$ cat config.mk
export PLATFORM = sky130hd
export DESIGN_NAME = rwm_ctrl
export DESIGN_NICKNAME = d
export VERILOG_FILES = /design/src/design/rwm_pkg.sv /design/src/design/rwm_ctrl.sv
export SDC_FILE = /design/constraint.sdc
export NUM_CORES = 1
export LEC_CHECK = 0
export BUFFER_PORTS_ARGS = -buffer_cell sky130_fd_sc_hd__buf_2
export CAP_MARGIN = 15
export CORE_AREA = 2 2 39 41
export DETAILED_ROUTE_END_ITERATION = 10
export DIE_AREA = 0 0 41 43
export GPL_TIMING_DRIVEN = 0
export PLACE_DENSITY_LB_ADDON = 0.12
export SKIP_LAST_GASP = 1
export SLEW_MARGIN = 0
export SYNTH_ARGS = -nofsm -noshare
export SYNTH_HDL_FRONTEND = slang
export SYNTH_SLANG_ARGS = --single-unit
$ cat constraint.sdc
create_clock -name clk -period 2.6 [get_ports clk]
set_input_delay 0.26 -clock clk [delete_from_list [all_inputs] [get_ports clk]]
set_output_delay 0.26 -clock clk [all_outputs]
set_load 0.005 [all_outputs]
$ cat src/design/rwm_pkg.sv
// Package for the rolling window mean filter.
// Holds register codes, fixed field widths and the controller/datapath structs.
// No dependencies.
package rwm_pkg;

	localparam int WEIGHT_BITS   = 20;
	localparam int OUT_BITS      = 24;
	localparam int WL_BITS       = 7;
	localparam int CFG_IDX_BITS  = 2;
	localparam int CFG_DATA_BITS = 7;
	localparam logic [WL_BITS-1:0] WL_RESET = 7'd30;

	typedef enum logic [CFG_IDX_BITS-1:0] {
		REG_WINDOW_LENGTH = 2'd0,
		REG_SKIP_MISSING  = 2'd1,
		REG_EXP_WEIGHTED  = 2'd2
	} rwm_reg_t;

	typedef struct packed {
		logic store;
		logic scan_issue;
		logic pass_init;
		logic rd2;
		logic mac;
		logic upd;
		logic div_init;
		logic div_step;
		logic res_zero;
		logic res_miss;
		logic res_div;
		logic out_load;
	} rwm_cmd_t;

	typedef struct packed {
		logic full;
		logic scan_last;
		logic poisoned;
		logic none_present;
		logic k_done;
		logic rd_miss;
		logic div_busy;
	} rwm_sts_t;

endpackage

$ cat src/design/rwm_ctrl.sv
// Controller state machine of the rolling window mean filter.
// Drives datapath commands from its status; depends on rwm_pkg.
module rwm_ctrl (
	input  logic              clk,
	input  logic              arst_n,
	input  logic              in_valid,
	output logic              in_ready,
	output logic              out_valid,
	input  logic              out_ready,
	input  rwm_pkg::rwm_sts_t sts,
	output rwm_pkg::rwm_cmd_t cmd
);
	typedef enum logic [3:0] {
		S_IDLE, S_STORE, S_SCAN, S_SCAN_END, S_CHECK, S_RD, S_AC, S_UP,
		S_DIV_INIT, S_DIV, S_DONE
	} state_t;

	state_t state_q, state_d;
	logic   out_valid_q;

	always_comb begin
		cmd     = '0;
		state_d = state_q;
		unique case (state_q)
			S_IDLE: begin
				if (in_valid) begin
					cmd.store = 1'b1;
					state_d   = S_STORE;
				end
			end
			S_STORE: begin
				if (!sts.full) begin
					cmd.res_zero = 1'b1;
					state_d      = S_DONE;
				end else begin
					state_d = S_SCAN;
				end
			end
			S_SCAN: begin
				cmd.scan_issue = 1'b1;
				if (sts.scan_last) begin
					state_d = S_SCAN_END;
				end
			end
			S_SCAN_END: state_d = S_CHECK;
			S_CHECK: begin
				if (sts.poisoned || sts.none_present) begin
					cmd.res_miss = 1'b1;
					state_d      = S_DONE;
				end else begin
					cmd.pass_init = 1'b1;
					state_d       = S_RD;
				end
			end
			S_RD: begin
				cmd.rd2 = 1'b1;
				state_d = S_AC;
			end
			S_AC: begin
				if (sts.rd_miss) begin
					state_d = sts.k_done ? S_DIV_INIT : S_RD;
				end else begin
					cmd.mac = 1'b1;
					state_d = S_UP;
				end
			end
			S_UP: begin
				cmd.upd = 1'b1;
				state_d = sts.k_done ? S_DIV_INIT : S_RD;
			end
			S_DIV_INIT: begin
				cmd.div_init = 1'b1;
				state_d      = S_DIV;
			end
			S_DIV: begin
				if (sts.div_busy) begin
					cmd.div_step = 1'b1;
				end else begin
					cmd.res_div = 1'b1;
					state_d     = S_DONE;
				end
			end
			S_DONE: begin
				if (!out_valid_q || out_ready) begin
					cmd.out_load = 1'b1;
					state_d      = S_IDLE;
				end
			end
			default: state_d = S_IDLE;
		endcase
	end

	always_ff @(posedge clk or negedge arst_n) begin
		if (!arst_n) begin
			state_q     <= S_IDLE;
			out_valid_q <= 1'b0;
		end else begin
			state_q <= state_d;
			if (cmd.out_load) begin
				out_valid_q <= 1'b1;
			end else if (out_ready) begin
				out_valid_q <= 1'b0;
			end
		end
	end

	assign in_ready  = (state_q == S_IDLE);
	assign out_valid = out_valid_q;

	// A new result must never overwrite one that is still waiting.
	a_no_overwrite: assert property (@(posedge clk) disable iff (!arst_n)
		cmd.out_load |-> (!out_valid_q || out_ready))
		else $error("result loaded over a pending result");

	a_valid_from_load: assert property (@(posedge clk) disable iff (!arst_n)
		$rose(out_valid_q) |-> $past(cmd.out_load))
		else $error("output valid rose without a result load");

	a_store_on_accept: assert property (@(posedge clk) disable iff (!arst_n)
		cmd.store |-> (in_valid && in_ready))
		else $error("sample stored without an input transaction");
endmodule

==> results of run 1 <==
[power groups by stage]
stage | registers [mW] | logic [mW] | clock network, mW
2_1_floorplan | 0.140 | 0.325 | 0
5_1_grt | 0.152 | 0.482 | 0.0928
6_report | 0.146 | 0.436 | 0.0853
4_1_cts | 0.146 | 0.440 | 0.0906
3_3_place_gp | 0.147 | 0.436 | 0
3_5_place_dp | 0.147 | 0.437 | 0
[area by class of cell]
| cell class | count | area [µm²] | area share [%] |
|---|---|---|---|
| Sequential cell | 5 | 125 | 18.6 |
| Tap cell | 16 | 20.0 | 2.98 |
| Clock buffer | 4 | 26.3 | 3.91 |
| Multi-Input combinational cell | 47 | 330 | 49.2 |
| Timing Repair Buffer | 25 | 130 | 19.4 |
| Inverter | 3 | 11.3 | 1.68 |
| Buffer | 4 | 28.8 | 4.28 |
[critical path, delay by kind of cell, from the launching register on]
family	cells	cell delay, ns
AND/OR/NAND/NOR	3	0.61
buffers and inverters	2	0.34
flip-flops	1	0.36
[cell families (layout without fill, tap and decap cells)]
| family | count (synthesis) | in the layout | synth area share (%) |
|---|---|---|---|
| xor gates and xnor gates | 1 | 1 | 1.77 |
| DFF | 5 | 5 | 25.3 |
| AOI/OAI and AO/OA | 14 | 14 | 24.5 |
| buffers and inverters | 7 | 36 | 8.08 |
| and+or+nand+nor | 32 | 32 | 40.4 |
[metal layers]
metal | GRT usage [%] | vias up
met5 | 0 | -
met4 | 6.00 | 0
met3 | 0 | 0
met2 | 21.9 | 11
met1 | 21.1 | 244
li1 | - | 276
[final timing paths]
kind                                             start                     end  slack, ns
worst max-delay path            state_q[3]$_DFFE_PN0P_                  cmd[0]       0.79
max in group asynchronous                       arst_n   out_valid$_DFFE_PN0P_       2.11
worst max register to register  state_q[3]$_DFFE_PN0P_  state_q[3]$_DFFE_PN0P_       1.16
min in group asynchronous                       arst_n  state_q[2]$_DFFE_PN0P_       0.37
worst min register to register   out_valid$_DFFE_PN0P_   out_valid$_DFFE_PN0P_       0.56
worst min-delay path                            sts[0]  state_q[3]$_DFFE_PN0P_       0.34
[registers in the layout (all words and copies together) (netlist names)]
register and count:
out_valid 1, state_q 4
[per-stage QoR]
step,setup slack (ns),area [µm²],utilization (%)
global placement,1.06,636,45.9
detailed placement,1.04,636,45.9
floorplan,1.25,495,-
global route,0.731,672,48.6
CTS,0.781,672,48.6
finish,0.794,672,48.6
[cells in the final DEF (no fill, tap or decap)]
cell type and n:
a22oi_2 1, clkbuf_1 1, o2111a_1 1, nor3b_1 2, and3_1 2, dlygate4sd3_1 1, nor2b_1 3, nor3_1 4
or2_2 1, nand2_1 4, o21ai_0 2, buf_4 1, a21o_1 1, nand2b_1 6, inv_1 3, dfrtp_1 5
o221ai_2 1, a22o_1 1, a221oi_1 2, buf_6 1, a211o_1 2, nor2_1 5, a21oi_1 1, and2_1 1
o21ai_1 1, clkbuf_4 3, xnor2_1 1, a2111o_1 1, nor4_2 4, buf_2 26
==> run_results.csv, run 1 <==
group,metric,value,unit
run_status,status,"complete, no violations",
clocking,cts_hold_buf,1,
synth,synth_top_area_share,25.3,%
worst_setup_path,end_kind,"primary output",
timing,period_minus_slack,1.81,ns
floorplan,dieArea,1760,µm²
clocking,cts_setup_buffers,0,
synth,yosys-top-cells-area,"dfrtp_1 25%, nor4_2 10%, nand2b_1 7.6%, nor3_1 4.0%, nor2_1 3.8%",
timing,finalSetupTns,0,ns
grt,antenna_found_initial,0,
timing,rsz0062_at_grt,"false",
worst_setup_path,worst_path_max_delay_cell,"dfrtp_1",
synth,ys_seq_area_share,25.3,%
worst_setup_path,cp.required,2.34,ns
layout,instances_no_fill,104,
layout,n_antenna_cell,0,
worst_setup_path,r2r_cells,5,
clocking,cts_resized,0,
job,drv_cap,0,
drt,ant_nets,0,
place,port_buffers,24,
clocking,max-clock-path-buffers,2,
power,switchingPower,0.297,mW
drt,vias,531,
timing,report.final.slew_viol_count,0,
grt,grt_max_degree,11,
floorplan,core-area,1380,µm²
drt,top_layer,"met3",
synth,synth_edf_count,0,
clocking,numCtsBuffers,3,
drt,dr.pass1.iters,3,
timing,holdWs,0.337,ns
synth,yosys-top-cells-count,"6 x nand2b_1, 5 x dfrtp_1, 5 x nor2_1",
worst_setup_path,path_max_fanout,10,
worst_hold_path,worstHoldPathCells,3,
timing,fin_crit_sh,69.5,%
clocking,worst_skew_pair.late_latency,0.23,ns
synth,synth.most_common_cell,"nand2b_1",
worst_hold_path,hold_class,"primary input to register",
timing,fmax,0.554,GHz
floorplan,die_w,41,µm
drt,drcViolationCount,0,
timing,hold_viol,0,
clocking,cts-root-buf,"clkbuf_4",
place,gp_congestion,0.754,
drt,wl_met2,614,µm
synth,synth_area,495,µm²
clocking,cts.clk_slew.worst_paths,0.04,ns
grt,grt_pass1_wl,1790,µm
worst_setup_path,worstSetupPathType,"register to primary output",
synth,yosysWarnings,0,
power,p_int,0.371,mW
power,power,0.668,mW
grt,overflow,0,
layout,nNetsFinal,100,
power,seq_power_share,21.9,%
place,dp_cells,99,
power,ir_drop,545,µV
worst_setup_path,max_stage_delay,0.36,ns
worst_setup_path,worst_path_most_repeated_cell,"buf_2",
synth,synthArstFlopShare,100,%
floorplan,initial_core_util,35.8,%
power,p_comb_share,65.3,%
timing,worst_pin_slew,0.335,ns
worst_setup_path,startpoint_type,"register",
drt,drt-met1-wl,561,µm
drt,postRouteWirelength,1220,µm
worst_setup_path,cp_cell_sequence,"buf_2, nand2b_1, or2_2, nor2b_1, buf_2",
layout,fill_cells,164,
timing,finalClockSkew,0.00178,ns
power,p_leak,0.360,nW
worst_setup_path,arrival,1.55,ns
power,p_sw_share,44.5,%
synth,ys_ff_latch,5,
synth,synthFlopType,"dfrtp_1",
synth,syn_inst,59,
synth,synth_top_area_cell,"dfrtp_1",
timing,relSlewSlack,77.5,%
clocking,htree_levels,1,
floorplan,dieHeight,43,µm
grt,track_usage,14.5,%
synth,synth.distinct_cells,27,
synth,syn_area_per_cell,8.40,µm²
grt,grt_pass1_vias,428,
power,p_clk_share,12.8,%
drt,first_iter_violations,2,
drt,post_drt_via_cell_ratio,5.11,
floorplan,ios,25,
clocking,clock-sinks,5,
place,hpwl,1030,µm
layout,drive_gt1_share,43.2,%
synth,syn-num-nets,70,
drt,wire_per_inst,11.7,µm
drt,wl_met3,44,µm
floorplan,rows,14,
power,power.density,994,nW/µm²
timing,setup_viol,0,
layout,syn_to_final_growth,35.6,%
clocking,tritoncts,"yes",
Power figures use the tool's default switching activity.
==> run 2: changes to the inputs <==
==> constraint.sdc (replaced) <==
create_clock -name clk -period 1.45 [get_ports clk]
set_input_delay 0.145 -clock clk [delete_from_list [all_inputs] [get_ports clk]]
set_output_delay 0.145 -clock clk [all_outputs]
set_load 0.005 [all_outputs]
==> run 2 against run 1 <==
  * Global-route usage increased by 2.2 points
  * Largest cell class unchanged
  * Clock skew about the same
  * Largest power group unchanged
  * Combinational power increased to 2.7 times the previous value
  * The run now ends with negative setup slack left
  * Register-to-register slack got worse by 1.1 ns
==> run_results.csv, run 2 (synthesis results as in run 1) <==
group,metric,value,unit
run_status,status,"complete, but fails checks",
run_status,violations,"negative setup slack",
timing,report.final.slew_viol_count,0,
timing,fmax,0.681,GHz
timing,finalSetupTns,-0.0397,ns
worst_setup_path,startpoint_type,"register",
worst_setup_path,path_max_fanout,4,
drt,drcViolationCount,0,
power,p_leak,0.437,nW
layout,drive_gt1_share,59.8,%
layout,syn_to_final_growth,71.2,%
layout,nNetsFinal,109,
timing,setup_viol,3,
timing,fin_ws,-0.0176,ns
clocking,numCtsBuffers,3,
floorplan,initial_core_util,35.8,%
drt,dr.pass1.iters,4,
timing,worst_pin_slew,0.297,ns
worst_hold_path,hold_class,"primary input to register",
place,place_ws,-0.00349,ns
drt,postRouteWirelength,1520,µm
job,drv_cap,0,
grt,overflow,0,
floorplan,dieHeight,43,µm
grt,track_usage,16.7,%
place,hpwl,1030,µm
worst_setup_path,arrival,1.32,ns
layout,final_cell_mix,"24 x buf_2, 9 x buf_4",
power,power.density,1880,nW/µm²
clocking,worst_skew_pair.late_latency,0.23,ns
grt,grt_pass1_wl,2060,µm
floorplan,die_w,41,µm
layout,n_antenna_cell,0,
timing,relSlewSlack,80.1,%
layout,instances_no_fill,113,
timing,finalClockSkew,0.00177,ns
worst_setup_path,worstSetupPathType,"register to primary output",
clocking,clock-sinks,5,
clocking,tritoncts,"yes",
grt,antenna_found_initial,0,
floorplan,rows,14,
floorplan,ios,25,
place,gp_congestion,0.754,
timing,hold_viol,0,
timing,rsz0062_at_grt,"true",
drt,post_drt_via_cell_ratio,5.27,
power,ir_drop,1070,µV
floorplan,dieArea,1760,µm²
clocking,htree_levels,1,
clocking,cts.clk_slew.worst_paths,0.04,ns
worst_setup_path,end_kind,"primary output",
clocking,max-clock-path-buffers,2,
place,port_buffers,24,
grt,grt_max_degree,11,
drt,ant_nets,0,
timing,fin_crit_sh,101,%
layout,top_register,"state_q",
layout,largest_reg_flops,4,
drt,first_iter_violations,5,
worst_setup_path,cp.required,1.31,ns
place,dp_cells,99,
drt,vias,595,
floorplan,core-area,1380,µm²
layout,layout_commonest_cell,"buf_2",
grt,grt_pass1_vias,498,
layout,final_util,61.3,%
drt,wire_per_inst,13.5,µm
timing,holdWs,0.223,ns
clocking,cts-root-buf,"clkbuf_4",
timing,period_minus_slack,1.47,ns
## run 2: layout make-up
cell class,instances,area [µm²]
fill,134,536
multi-input combinational,47,422
timing repair buffer,34,201
sequential,5,126
buffer,4,41.3
clock buffer,4,26.3
tap,16,20.0
inverter,3,11.3
## run 2: path summary, 6_finish.rpt
| check | startpoint | to | slack (ns) | depth (start not counted) |
|---|---|---|---|---|
| worst max-delay path | state_q[0]$_DFFE_PN0P_ | cmd[11] | -0.02 | 4 |
| max in group asynchronous | arst_n | state_q[1]$_DFFE_PN0P_ | 1.06 | 2 |
| worst min-delay path | sts[0] | state_q[3]$_DFFE_PN0P_ | 0.22 | 3 |
| min in group asynchronous | arst_n | state_q[2]$_DFFE_PN0P_ | 0.25 | 2 |
| worst max register to register | state_q[3]$_DFFE_PN0P_ | state_q[3]$_DFFE_PN0P_ | 0.02 | 5 |
| worst min register to register | out_valid$_DFFE_PN0P_ | out_valid$_DFFE_PN0P_ | 0.56 | 2 |
## run 2: timing repair
item                                    CTS  global route
pin swaps                                 4             4
setup buffers                             8             1
endpoints found under the hold margin     5             0
endpoints found under the setup margin    9            12
hold buffers                              1             0
gates resized for setup                  13            11
## run 2: power breakdown
part	switching, mW	leakage (nW)	internal (mW)
Combinational	0.556	0.360	0.599
Sequential	0.0891	0.0628	0.201
Clock	0.0494	0.0150	0.104
Total	0.695	0.437	0.903
## run 2: critical path, stage by stage, from the launching register on
cell,delay [ns]
dfrtp_1,0.41
buf_6,0.14
nor4_4,0.28
and2_1,0.16
buf_2,0.10
## run 2: routing by layer
layer / track usage, % / up-vias / share of wire (%)
li1: - / 291 / -
met1: 21.7 / 287 / 41
met2: 27.8 / 15 / 55
met3: 0 / 2 / 3.0
met4: 6.67 / 0 / 0.98
met5: 0 / - / 0
## run 2: through the flow
stage | area [µm²] | power (mW)
6_report | 848 | 1.60
5_1_grt | 848 | 1.71
4_1_cts | 798 | 1.48
3_5_place_dp | 636 | 1.05
3_3_place_gp | 636 | 1.05
2_1_floorplan | 495 | 0.835
